**config.mk**
```make
export PLATFORM = sky130hd
export DESIGN_NAME = labeled_region_moments_unit_flat
export DESIGN_NICKNAME = d
export VERILOG_FILES = /design/src/design/lrm_pkg.sv /design/src/design/lrm_if.sv /design/src/design/labeled_region_moments_unit.sv /design/src/flat_wrapper.sv
export VERILOG_INCLUDE_DIRS = /design/src /design/src/design
export SDC_FILE = /design/constraint.sdc
export NUM_CORES = 2
export LEC_CHECK = 0
export BUFFER_PORTS_ARGS = -buffer_cell sky130_fd_sc_hd__buf_2
export CORE_ASPECT_RATIO = 0.6
export CORE_MARGIN = 2
export CORE_UTILIZATION = 50
export DETAILED_ROUTE_END_ITERATION = 7
export PLACE_DENSITY_LB_ADDON = 0.2
export REMOVE_ABC_BUFFERS = 1
export SLEW_MARGIN = 20
export SYNTH_ARGS = -nofsm -noshare
export SYNTH_HDL_FRONTEND = slang
export SYNTH_SLANG_ARGS = --single-unit
```
**constraint.sdc**
```tcl
create_clock -name clk_i -period 20.8 [get_ports clk_i]
set_input_delay 1.04 -clock clk_i [delete_from_list [all_inputs] [get_ports clk_i]]
set_output_delay 1.04 -clock clk_i [all_outputs]
set_load 0.05 [all_outputs]
```
**src/design/assert_macros.svh**
```systemverilog
// -----------------------------------------------------------------------------
// assert_macros.svh
// Shared concurrent assertion macros for the design files.
// -----------------------------------------------------------------------------
`ifndef ASSERT_MACROS_SVH
`define ASSERT_MACROS_SVH

// Property checked on every rising clock edge outside of reset.
`define ASSERT_RST(name, clk, rst_n, prop, msg) \
  name: assert property (@(posedge clk) disable iff (!rst_n) prop) \
    else $error(msg);

// Property checked on every rising clock edge, reset included.
`define ASSERT_ALWAYS(name, clk, prop, msg) \
  name: assert property (@(posedge clk) prop) \
    else $error(msg);

`endif

```
**src/design/lrm_pkg.sv**
```systemverilog
// -----------------------------------------------------------------------------
// lrm_pkg
// Widths, register indexes and defaults of the labeled region moments unit.
// -----------------------------------------------------------------------------
package lrm_pkg;

  localparam int unsigned LabelW    = 8;
  localparam int unsigned SizeW     = 13;
  localparam int unsigned AreaW     = 25;
  localparam int unsigned SumXW     = 35;
  localparam int unsigned SumYW     = 35;
  localparam int unsigned SumXxW    = 47;
  localparam int unsigned SumXyW    = 46;
  localparam int unsigned AccXyW    = 47;
  localparam int unsigned SumYyW    = 47;

  localparam int unsigned CfgIdxW   = 2;
  localparam int unsigned CfgDataW  = SizeW;

  localparam int unsigned MaxWidthDef   = 4096;
  localparam int unsigned MaxHeightDef  = 4096;
  localparam int unsigned FrameSizeInit = 4096;

  // Configuration register indexes.
  typedef enum logic [CfgIdxW-1:0] {
    CFG_LABEL  = 2'd0,
    CFG_WIDTH  = 2'd1,
    CFG_HEIGHT = 2'd2
  } cfg_reg_e;

endpackage

```
**src/design/lrm_if.sv**
```systemverilog
// -----------------------------------------------------------------------------
// lrm_if
// Valid/ready channels for mask pixels in and moment results out.
// -----------------------------------------------------------------------------
interface lrm_mask_if import lrm_pkg::*; ();
  logic              valid;
  logic              ready;
  logic [LabelW-1:0] mask_value;

  modport source (output valid, output mask_value, input ready);
  modport sink   (input valid, input mask_value, output ready);
endinterface

interface lrm_moments_if import lrm_pkg::*; ();
  logic              valid;
  logic              ready;
  logic [AreaW-1:0]  area;
  logic [SumXW-1:0]  sum_x;
  logic [SumYW-1:0]  sum_y;
  logic [SumXxW-1:0] sum_xx;
  logic [SumXyW-1:0] sum_xy;
  logic [SumYyW-1:0] sum_yy;

  modport source (output valid, output area, output sum_x, output sum_y,
                  output sum_xx, output sum_xy, output sum_yy, input ready);
  modport sink   (input valid, input area, input sum_x, input sum_y,
                  input sum_xx, input sum_xy, input sum_yy, output ready);
endinterface

```
**src/design/labeled_region_moments_unit.sv**
```systemverilog
// -----------------------------------------------------------------------------
// labeled_region_moments_unit
// Raw second-order moments of one label value in a raster stream of mask bytes.
// -----------------------------------------------------------------------------
// The unit takes one mask byte per transfer in raster order and tracks the
// pixel position itself from the configured frame width and height (each
// clamped to 1..MAX_WIDTH and 1..MAX_HEIGHT). Every pixel equal to the
// configured label adds to the area and to the sums of x, y, x*x, x*y and
// y*y, with (0,0) at the top left. The last pixel of a frame produces one
// result transfer carrying the six totals, and the accumulators start over.
// Throughput is one pixel per clock while input ready is high: position
// tracking and the label compare sit in the input stage, the three coordinate
// products in the second stage, and the accumulators in the third, so a
// frame's last pixel passes the stage A and stage B registers before its
// result is loaded into the output register. The output register holds a
// finished result while pixels of the next frame keep flowing; input ready
// drops only when another frame's last pixel reaches the accumulators before
// the earlier result has been taken. Configuration writes are meant for idle
// periods; changing the size mid-frame ends rows and the frame early once the
// counters reach the new size. There is no clearing pass after reset.
// -----------------------------------------------------------------------------
`include "assert_macros.svh"

module labeled_region_moments_unit import lrm_pkg::*; #(
  parameter int unsigned MAX_WIDTH  = MaxWidthDef,
  parameter int unsigned MAX_HEIGHT = MaxHeightDef
) (
  input  logic                clk_i,
  input  logic                rst_ni,
  input  logic                cfg_we_i,
  input  logic [CfgIdxW-1:0]  cfg_index_i,
  input  logic [CfgDataW-1:0] cfg_data_i,
  lrm_mask_if.sink            mask_i,
  lrm_moments_if.source       moments_o
);

  // Counter widths follow the largest frame; the extra bit lets the compare
  // see a count equal to the size itself.
  localparam int unsigned XW  = (MAX_WIDTH > 1) ? $clog2(MAX_WIDTH) : 1;
  localparam int unsigned YW  = (MAX_HEIGHT > 1) ? $clog2(MAX_HEIGHT) : 1;
  localparam int unsigned XCW = XW + 1;
  localparam int unsigned YCW = YW + 1;

  // Configuration registers.
  logic [LabelW-1:0] label_q;
  logic [SizeW-1:0]  width_q;
  logic [SizeW-1:0]  height_q;

  always_ff @(posedge clk_i or negedge rst_ni) begin
    if (!rst_ni) begin
      label_q  <= '0;
      width_q  <= SizeW'(FrameSizeInit);
      height_q <= SizeW'(FrameSizeInit);
    end else if (cfg_we_i) begin
      unique case (cfg_index_i)
        CFG_LABEL:  label_q  <= cfg_data_i[LabelW-1:0];
        CFG_WIDTH:  width_q  <= cfg_data_i;
        CFG_HEIGHT: height_q <= cfg_data_i;
        default: ;
      endcase
    end
  end

  // Effective frame size, clamped to the supported range.
  logic [XCW-1:0] width_eff;
  logic [YCW-1:0] height_eff;

  always_comb begin
    if (width_q == '0) begin
      width_eff = XCW'(1);
    end else if (32'(width_q) > MAX_WIDTH) begin
      width_eff = XCW'(MAX_WIDTH);
    end else begin
      width_eff = XCW'(width_q);
    end
    if (height_q == '0) begin
      height_eff = YCW'(1);
    end else if (32'(height_q) > MAX_HEIGHT) begin
      height_eff = YCW'(MAX_HEIGHT);
    end else begin
      height_eff = YCW'(height_q);
    end
  end

  // The whole pipeline advances together; it only holds when a frame result
  // is ready to leave the accumulators and the output register is still full.
  logic advance;
  logic accept;

  // Stage A: position tracking and label compare.
  logic          va_q;
  logic          match_a_q;
  logic          last_a_q;
  logic [XW-1:0] xa_q;
  logic [YW-1:0] ya_q;
  logic [XW-1:0] col_q;
  logic [YW-1:0] row_q;
  logic          row_end;
  logic          frame_end;

  // Stage B: coordinate products of matching pixels, zero otherwise.
  logic            vb_q;
  logic            match_b_q;
  logic            last_b_q;
  logic [XW-1:0]   xb_q;
  logic [YW-1:0]   yb_q;
  logic [2*XW-1:0] xx_b_q;
  logic [XW+YW-1:0] xy_b_q;
  logic [2*YW-1:0] yy_b_q;

  // Stage C: accumulators and result register.
  logic [AreaW-1:0]  area_q;
  logic [SumXW-1:0]  sum_x_q;
  logic [SumYW-1:0]  sum_y_q;
  logic [SumXxW-1:0] sum_xx_q;
  logic [AccXyW-1:0] sum_xy_q;
  logic [SumYyW-1:0] sum_yy_q;

  logic [AreaW-1:0]  area_d;
  logic [SumXW-1:0]  sum_x_d;
  logic [SumYW-1:0]  sum_y_d;
  logic [SumXxW-1:0] sum_xx_d;
  logic [AccXyW-1:0] sum_xy_d;
  logic [SumYyW-1:0] sum_yy_d;

  logic              out_valid_q;
  logic [AreaW-1:0]  out_area_q;
  logic [SumXW-1:0]  out_sum_x_q;
  logic [SumYW-1:0]  out_sum_y_q;
  logic [SumXxW-1:0] out_sum_xx_q;
  logic [SumXyW-1:0] out_sum_xy_q;
  logic [SumYyW-1:0] out_sum_yy_q;

  logic frame_done;

  assign advance      = !(vb_q && last_b_q && out_valid_q && !moments_o.ready);
  assign accept       = mask_i.valid && advance;
  assign mask_i.ready = advance;

  // A row ends once the next column would reach the width, and the frame
  // ends on a row end once the next row would reach the height.
  assign row_end   = (XCW'(col_q) + XCW'(1)) >= width_eff;
  assign frame_end = row_end && ((YCW'(row_q) + YCW'(1)) >= height_eff);

  always_ff @(posedge clk_i or negedge rst_ni) begin
    if (!rst_ni) begin
      col_q <= '0;
      row_q <= '0;
      va_q  <= 1'b0;
      vb_q  <= 1'b0;
    end else if (advance) begin
      va_q <= accept;
      vb_q <= va_q;
      if (accept) begin
        if (frame_end) begin
          col_q <= '0;
          row_q <= '0;
        end else if (row_end) begin
          col_q <= '0;
          row_q <= row_q + YW'(1);
        end else begin
          col_q <= col_q + XW'(1);
        end
      end
    end
  end

  always_ff @(posedge clk_i) begin
    if (advance) begin
      if (accept) begin
        match_a_q <= (mask_i.mask_value == label_q);
        last_a_q  <= frame_end;
        xa_q      <= col_q;
        ya_q      <= row_q;
      end
      match_b_q <= match_a_q;
      last_b_q  <= last_a_q;
      xb_q      <= match_a_q ? xa_q : '0;
      yb_q      <= match_a_q ? ya_q : '0;
      xx_b_q    <= match_a_q ? (2*XW)'(xa_q) * (2*XW)'(xa_q) : '0;
      xy_b_q    <= match_a_q ? (XW+YW)'(xa_q) * (XW+YW)'(ya_q) : '0;
      yy_b_q    <= match_a_q ? (2*YW)'(ya_q) * (2*YW)'(ya_q) : '0;
    end
  end

  // Running totals including the pixel in stage B; all wrap at their width.
  assign area_d   = area_q + AreaW'(match_b_q);
  assign sum_x_d  = sum_x_q + SumXW'(xb_q);
  assign sum_y_d  = sum_y_q + SumYW'(yb_q);
  assign sum_xx_d = sum_xx_q + SumXxW'(xx_b_q);
  assign sum_xy_d = sum_xy_q + AccXyW'(xy_b_q);
  assign sum_yy_d = sum_yy_q + SumYyW'(yy_b_q);

  assign frame_done = advance && vb_q && last_b_q;

  always_ff @(posedge clk_i or negedge rst_ni) begin
    if (!rst_ni) begin
      area_q      <= '0;
      sum_x_q     <= '0;
      sum_y_q     <= '0;
      sum_xx_q    <= '0;
      sum_xy_q    <= '0;
      sum_yy_q    <= '0;
      out_valid_q <= 1'b0;
    end else begin
      if (advance && vb_q) begin
        if (last_b_q) begin
          area_q   <= '0;
          sum_x_q  <= '0;
          sum_y_q  <= '0;
          sum_xx_q <= '0;
          sum_xy_q <= '0;
          sum_yy_q <= '0;
        end else begin
          area_q   <= area_d;
          sum_x_q  <= sum_x_d;
          sum_y_q  <= sum_y_d;
          sum_xx_q <= sum_xx_d;
          sum_xy_q <= sum_xy_d;
          sum_yy_q <= sum_yy_d;
        end
      end
      if (frame_done) begin
        out_valid_q <= 1'b1;
      end else if (moments_o.ready) begin
        out_valid_q <= 1'b0;
      end
    end
  end

  // Result payload is loaded only when a frame completes.
  always_ff @(posedge clk_i) begin
    if (frame_done) begin
      out_area_q   <= area_d;
      out_sum_x_q  <= sum_x_d;
      out_sum_y_q  <= sum_y_d;
      out_sum_xx_q <= sum_xx_d;
      out_sum_xy_q <= sum_xy_d[SumXyW-1:0];
      out_sum_yy_q <= sum_yy_d;
    end
  end

  assign moments_o.valid  = out_valid_q;
  assign moments_o.area   = out_area_q;
  assign moments_o.sum_x  = out_sum_x_q;
  assign moments_o.sum_y  = out_sum_y_q;
  assign moments_o.sum_xx = out_sum_xx_q;
  assign moments_o.sum_xy = out_sum_xy_q;
  assign moments_o.sum_yy = out_sum_yy_q;

  // Assertions.
  `ASSERT_RST(a_result_loaded, clk_i, rst_ni, frame_done |=> out_valid_q,
              "frame end did not load the result register")
  `ASSERT_RST(a_acc_cleared, clk_i, rst_ni,
              frame_done |=> (area_q == '0 && sum_x_q == '0 && sum_xy_q == '0),
              "accumulators not cleared after frame end")
  `ASSERT_RST(a_stall_blocks_input, clk_i, rst_ni,
              (vb_q && last_b_q && out_valid_q && !moments_o.ready) |-> !mask_i.ready,
              "input taken while a frame result is blocked")
  `ASSERT_RST(a_nomatch_area, clk_i, rst_ni,
              (advance && vb_q && !match_b_q && !last_b_q) |=> $stable(area_q),
              "area changed on a pixel that does not match")
  `ASSERT_ALWAYS(a_reset_no_result, clk_i, !rst_ni |-> !out_valid_q,
                 "result valid during reset")

endmodule
```
**src/flat_wrapper.sv**
```systemverilog
// flat-port wrapper written by rule: the top's interface ports become plain ports
module labeled_region_moments_unit_flat import lrm_pkg::*;
#(
  parameter int unsigned MAX_WIDTH  = MaxWidthDef,
  parameter int unsigned MAX_HEIGHT = MaxHeightDef
)
  (clk_i, rst_ni, cfg_we_i, cfg_index_i, cfg_data_i, mask_i_valid, mask_i_mask_value, mask_i_ready, moments_o_valid, moments_o_area, moments_o_sum_x, moments_o_sum_y, moments_o_sum_xx, moments_o_sum_xy, moments_o_sum_yy, moments_o_ready);
  lrm_mask_if mask_i_i ();
  lrm_moments_if moments_o_i ();
  input  logic clk_i;
  input  logic rst_ni;
  input  logic cfg_we_i;
  input  logic [CfgIdxW-1:0] cfg_index_i;
  input  logic [CfgDataW-1:0] cfg_data_i;
  input wire logic [$bits(mask_i_i.valid)-1:0] mask_i_valid;
  input wire logic [$bits(mask_i_i.mask_value)-1:0] mask_i_mask_value;
  output wire logic [$bits(mask_i_i.ready)-1:0] mask_i_ready;
  output wire logic [$bits(moments_o_i.valid)-1:0] moments_o_valid;
  output wire logic [$bits(moments_o_i.area)-1:0] moments_o_area;
  output wire logic [$bits(moments_o_i.sum_x)-1:0] moments_o_sum_x;
  output wire logic [$bits(moments_o_i.sum_y)-1:0] moments_o_sum_y;
  output wire logic [$bits(moments_o_i.sum_xx)-1:0] moments_o_sum_xx;
  output wire logic [$bits(moments_o_i.sum_xy)-1:0] moments_o_sum_xy;
  output wire logic [$bits(moments_o_i.sum_yy)-1:0] moments_o_sum_yy;
  input wire logic [$bits(moments_o_i.ready)-1:0] moments_o_ready;
  assign mask_i_i.valid = mask_i_valid;
  assign mask_i_i.mask_value = mask_i_mask_value;
  assign mask_i_ready = mask_i_i.ready;
  assign moments_o_valid = moments_o_i.valid;
  assign moments_o_area = moments_o_i.area;
  assign moments_o_sum_x = moments_o_i.sum_x;
  assign moments_o_sum_y = moments_o_i.sum_y;
  assign moments_o_sum_xx = moments_o_i.sum_xx;
  assign moments_o_sum_xy = moments_o_i.sum_xy;
  assign moments_o_sum_yy = moments_o_i.sum_yy;
  assign moments_o_i.ready = moments_o_ready;
  labeled_region_moments_unit #(.MAX_WIDTH(MAX_WIDTH), .MAX_HEIGHT(MAX_HEIGHT)) u_core (.clk_i(clk_i), .rst_ni(rst_ni), .cfg_we_i(cfg_we_i), .cfg_index_i(cfg_index_i), .cfg_data_i(cfg_data_i), .mask_i(mask_i_i), .moments_o(moments_o_i));
endmodule
```
Word level (Yosys, flattened, before mapping). Index checks and enable logic that the tools add are counted.

Bits in registers: 656. Word-level logic and storage cells: 87.

$add $sub $neg: 10. $mul: 3. Order comparisons: 4. Eq/ne operators: 3. Muxes and demuxes: 16. Bitwise logic cells: 1. Reduce and logical (&&, ||, !) cells: 19.

Operator list (count): 47-bit by 24-bit adder with 47-bit output (3); 47-bit two-way mux (3); 12-bit by 12-bit multiplier with 24-bit output (3); 35-bit by 12-bit adder with 35-bit output (2); 35-bit two-way mux (2); 13-bit two-way mux (4); 12-bit two-way mux (4); 12-bit by 1-bit adder with 13-bit output (second input constant) (2); 13-bit >= comparator (2); 13-bit > comparator (second input constant) (2); 13-bit logical NOT (2); 25-bit by 1-bit adder with 25-bit output (1); 25-bit two-way mux (1); 12-bit by 1-bit adder with 12-bit output (second input constant) (2); 8-bit equality test (1); 2-bit AND reduction (4); 1-bit logical AND (7); 2-bit nonzero test (2); 3-bit AND reduction (1); 2-bit by 1-bit equality test with 1-bit output (second input constant) (1); 2-bit equality test (second input constant) (1); 1-bit logical NOT (2); 2-bit logical NOT (1); 1-bit two-way mux (2); 1-bit NOT (1).

Logic depth before layout (Yosys ltp).
Depth in word-level cells: 7. Gate-level depth with buffers: 23. Gate-level depth less buffers: 21.

Worst setup path before layout. OpenSTA, ideal clock, no wires.

Kind: input -> register. Start point: input moments_o_ready. End point: register u_core.out_area_q[0], in the netlist u_core.moments_o.area[0] (enable). Arrival: 9.573 ns. Data required time: 20.215 ns. Slack: 10.642 ns. Stages: 6. Cell sequence: or3_1 clkbuf_1 and2_1 buf_1 nand2_1 inv_1.

Word-level cells in the longest chain between the ends: 5.

RTL lines: start, declared (line flat_wrapper.sv:25) `input wire logic [$bits(moments_o_i.ready)-1:0] moments_o_ready;`; 1-bit logical NOT (line labeled_region_moments_unit.sv:136) `assign advance = !(vb_q && last_b_q && out_valid_q && !moments_o.ready);`; 1-bit logical AND (line labeled_region_moments_unit.sv:136); 1-bit logical NOT (line labeled_region_moments_unit.sv:136); net mask_i_ready (line flat_wrapper.sv:17) `output wire logic [$bits(mask_i_i.ready)-1:0] mask_i_ready;`; 1-bit logical AND (2 in series) (line labeled_region_moments_unit.sv:194) `assign frame_done = advance && vb_q && last_b_q;`; net u_core.frame_done (line labeled_region_moments_unit.sv:134) `logic frame_done;`; end signal, assigned (line labeled_region_moments_unit.sv:234) `out_area_q <= area_d;`; end, declared (line labeled_region_moments_unit.sv:127) `logic [AreaW-1:0] out_area_q;`.

The timed path passes the listed nets, and every way through them passes these cells. A chain may end at the register's enable or synchronous reset.

Worst setup path after layout.
Start point: register u_core.xa_q[2]. End point: register u_core.xx_b_q[23], data pin.

Word-level cells in the longest chain between the ends: 1.

RTL lines: start, declared (line labeled_region_moments_unit.sv:94) `logic [XW-1:0] xa_q;`; start signal, assigned (line labeled_region_moments_unit.sv:173) `xa_q <= col_q;`; 12-bit by 12-bit multiplier with 24-bit output (line labeled_region_moments_unit.sv:180) `xx_b_q <= match_a_q ? (2*XW)'(xa_q) * (2*XW)'(xa_q) : '0;`; end signal, assigned (line labeled_region_moments_unit.sv:180); end, declared (line labeled_region_moments_unit.sv:107) `logic [2*XW-1:0] xx_b_q;`.

Every way passes these cells.

==> metrics.txt <==
outcome=finished clean; GPL Wtd Cong=0.882; drt first pass iters=6; Post-CTS Repair Setup Buffers=0; Max-Cap Viols=0; Power Density=116 nW/um^2; IO Port Bufs=264; area grow syn2layout=10.4%; final worst-path cycle share=0.319; first-pass GRT wire length=approximately 170,000 um; CP required=around 21 ns; met1 usage=0.370; Non-Filler Instances=5,633; Synth top area share=0.241; WP data arrival=7.00 ns; drt initial violations=2,686; Hold Vio Cnt, Final=0; Die Height=approximately 230 um; die area=90,900 sq um; worst skew pair latency=0.67 ns; grt ovf=0; Final #Nets=5,013; max_slew headroom=0.233; Total GRT Usage=0.237; drt total wl=107,000 um; post-route clock skew=0.0503 ns; Global Route met2 Usage=0.339; Avg Cell Area, Syn=10.4 sq um; Core ar.=about 88,000 sq um; share of cells above drive strength 1=0.108; clock-pin slew on the worst setup and hold paths=about 0.070 ns; Post-synth ARST share=0.455; number of synthesized flops with an enable pin=~360; Antenna Nets Post-Route=0; pre-CTS setup slack=14.17 ns; Initial Utilization=0.505; CTS tree=yes; P_leak=roughly 23 nW; Worst-Margin Slew=1.15 ns; Yosys top cell by area=edfxtp_1; Seq/Total Area, Yosys=0.409; RSZ-0062 raised after global routing=false; Routed WL per cell=~19 um; num rows=84; largest net degree at the start of global routing=148; root buf cell=clkbuf_16; CTS buffer count=61; fmax=about 150 MHz; commonest cells in the netlist=468 x inv_1, 422 x nand2_1, 355 x edfxtp_1; final worst slack=14.16 ns; Max IR drop VDD=0.0910 mV; CTS max path bufs=3; Vias/cell=5.55; DRC violations left=0; Cells after Synth=4,236; number of placed I/O pins=approximately 270; placed cell count=5,515; final setup fails=0; vias in the first global route=30.1k; Layout fillers=7,569; CP endpoint kind=flop; CTS Hold Buffers Added=0; H-Tree Level Count=2; initial antenna violation count=1; Yosys reg bits=651; GR Util met3=0.0480; post-synthesis cell type count=90; Synth Cell Area=44,200 sq um; GRT busiest layer=met1; CTS Sinks=651; CP max FO=26; Slew Limit Fails=0; count leader, synth=inv_1; Setup crit start kind=flop; Hold Path Class=in -> async; Setup TNS=0 ns; leading post-synthesis cells by cell area=edfxtp_1 24%, dfrtp_1 17%, fa_1 12%; Die Span X=388 um; Yosys warnings=0; vias=31.3k; dominant synthesized flop cell=edfxtp_1; Setup CP Type=reg -> reg; HPWL Detailed=76,800 um; Final min period=6.64 ns; post_cts resized=0
[cell type report]
class	count	area (sq um)	area share
antenna	1	2.50	0.0000513
clock inverter	37	499	0.0102
clock buffer	79	1660	0.0341
sequential	651	18100	0.370
tap	1161	1450	0.0298
timing repair buffer	297	1620	0.0331
multi-input combinational	2937	23700	0.486
inverter	470	1770	0.0363
[cell families (layout without fill, tap and decap cells)]
logic type      Yosys count  after routing  synth area share
simple gates           1253           1253             0.140
flops                   651            651             0.409
mux                      55             55            0.0135
fa+ha+maj               567            567             0.206
xor+xnor                302            302            0.0598
compound gates          760            760             0.117
buf+inv                 648            883            0.0556
other cells               0              1                 0
[layer usage]
layer / vias up / wire (um)
li1: 14900 / -
met3: 137 / 7840
met1: 15300 / 52700
met2: 935 / 44700
met5: - / 0
met4: 0 / 2330
[power breakdown]
group	switching [mW]	leakage, nW	total, mW	internal [mW]
Combinational	1.57	14.3	2.59	1.03
Clock	0.512	1.05	1.20	0.691
Sequential	0.192	7.47	1.85	1.66
Total	2.27	22.8	5.64	3.37
[cells in the final DEF (no fill, tap or decap), types with 175 or more instances in the layout]
master      n
and2_1    177
buf_2     263
dfrtp_1   293
edfxtp_1  355
fa_1      266
ha_1      301
inv_1     467
nand2_1   420
nor2_1    218
o21ai_0   187
xnor2_1   175
[state kept, by name, summed over array words and instances, names as in the netlist, 12 cells and up]
register	flops
u_core.moments_o.area	25
u_core.sum_xy_q	46
u_core.sum_y_q	35
u_core.sum_yy_q	47
u_core.col_q	12
u_core.row_q	12
u_core.height_q	13
u_core.sum_x_q	35
u_core.ya_q	12
u_core.moments_o.sum_y	35
u_core.xa_q	12
u_core.width_q	13
u_core.moments_o.sum_yy	47
u_core.moments_o.sum_x	35
u_core.area_q	25
u_core.moments_o.sum_xy	46
u_core.yy_b_q	23
u_core.sum_xx_q	47
u_core.xx_b_q	23
u_core.xy_b_q	24
u_core.moments_o.sum_xx	47
[worst max-delay path: stages (launching register included)]
cell      delay, ns
edfxtp_1       1.00
and2_1         0.27
inv_1          0.06
fa_1           0.49
inv_1          0.05
fa_1           0.53
fa_1           0.54
fa_1           0.55
inv_1          0.06
fa_1           0.54
inv_1          0.04
ha_1           0.33
a21o_1         0.17
a21oi_1        0.22
a21boi_0       0.16
or4_1          0.42
o211ai_1       0.33
o211ai_1       0.17
o21ai_0        0.23
xnor2_1        0.14
nor2_1         0.06
[path summary, 6_finish.rpt]
kind / to / slack, ns / depth (start not counted) / start
worst max-delay path: u_core.xx_b_q[23]$_SDFFCE_PN0N_ / 14.16 / 20 / u_core.xa_q[2]$_DFFE_PP_
worst min-delay path: u_core.width_q[7]$_DFFE_PN0P_ / 0.34 / 1 / rst_ni
worst max register to register: u_core.xx_b_q[23]$_SDFFCE_PN0N_ / 14.16 / 20 / u_core.xa_q[2]$_DFFE_PP_
worst min register to register: u_core.sum_xx_q[0]$_DFFE_PN0P_ / 0.48 / 2 / u_core.sum_xx_q[0]$_DFFE_PN0P_
max in group asynchronous: u_core.area_q[3]$_DFFE_PN0P_ / 18.73 / 3 / rst_ni
min in group clk_i: u_core.sum_xx_q[0]$_DFFE_PN0P_ / 0.48 / 2 / u_core.sum_xx_q[0]$_DFFE_PN0P_
[through the flow]
stage / total power, mW / utilization / area, sq um / hold slack (ns)
final: 5.64 / 0.557 / 48800 / 0.337
after floorplan: 3.79 / - / 43500 / 0.400
after detailed placement: 4.43 / 0.532 / 46600 / 0.465
after global placement: 4.39 / 0.532 / 46600 / 0.456
after global routing: 6.09 / 0.557 / 48800 / 0.359
after CTS: 5.66 / 0.557 / 48800 / 0.347
Note: power is estimated with default switching activity, not from simulation.
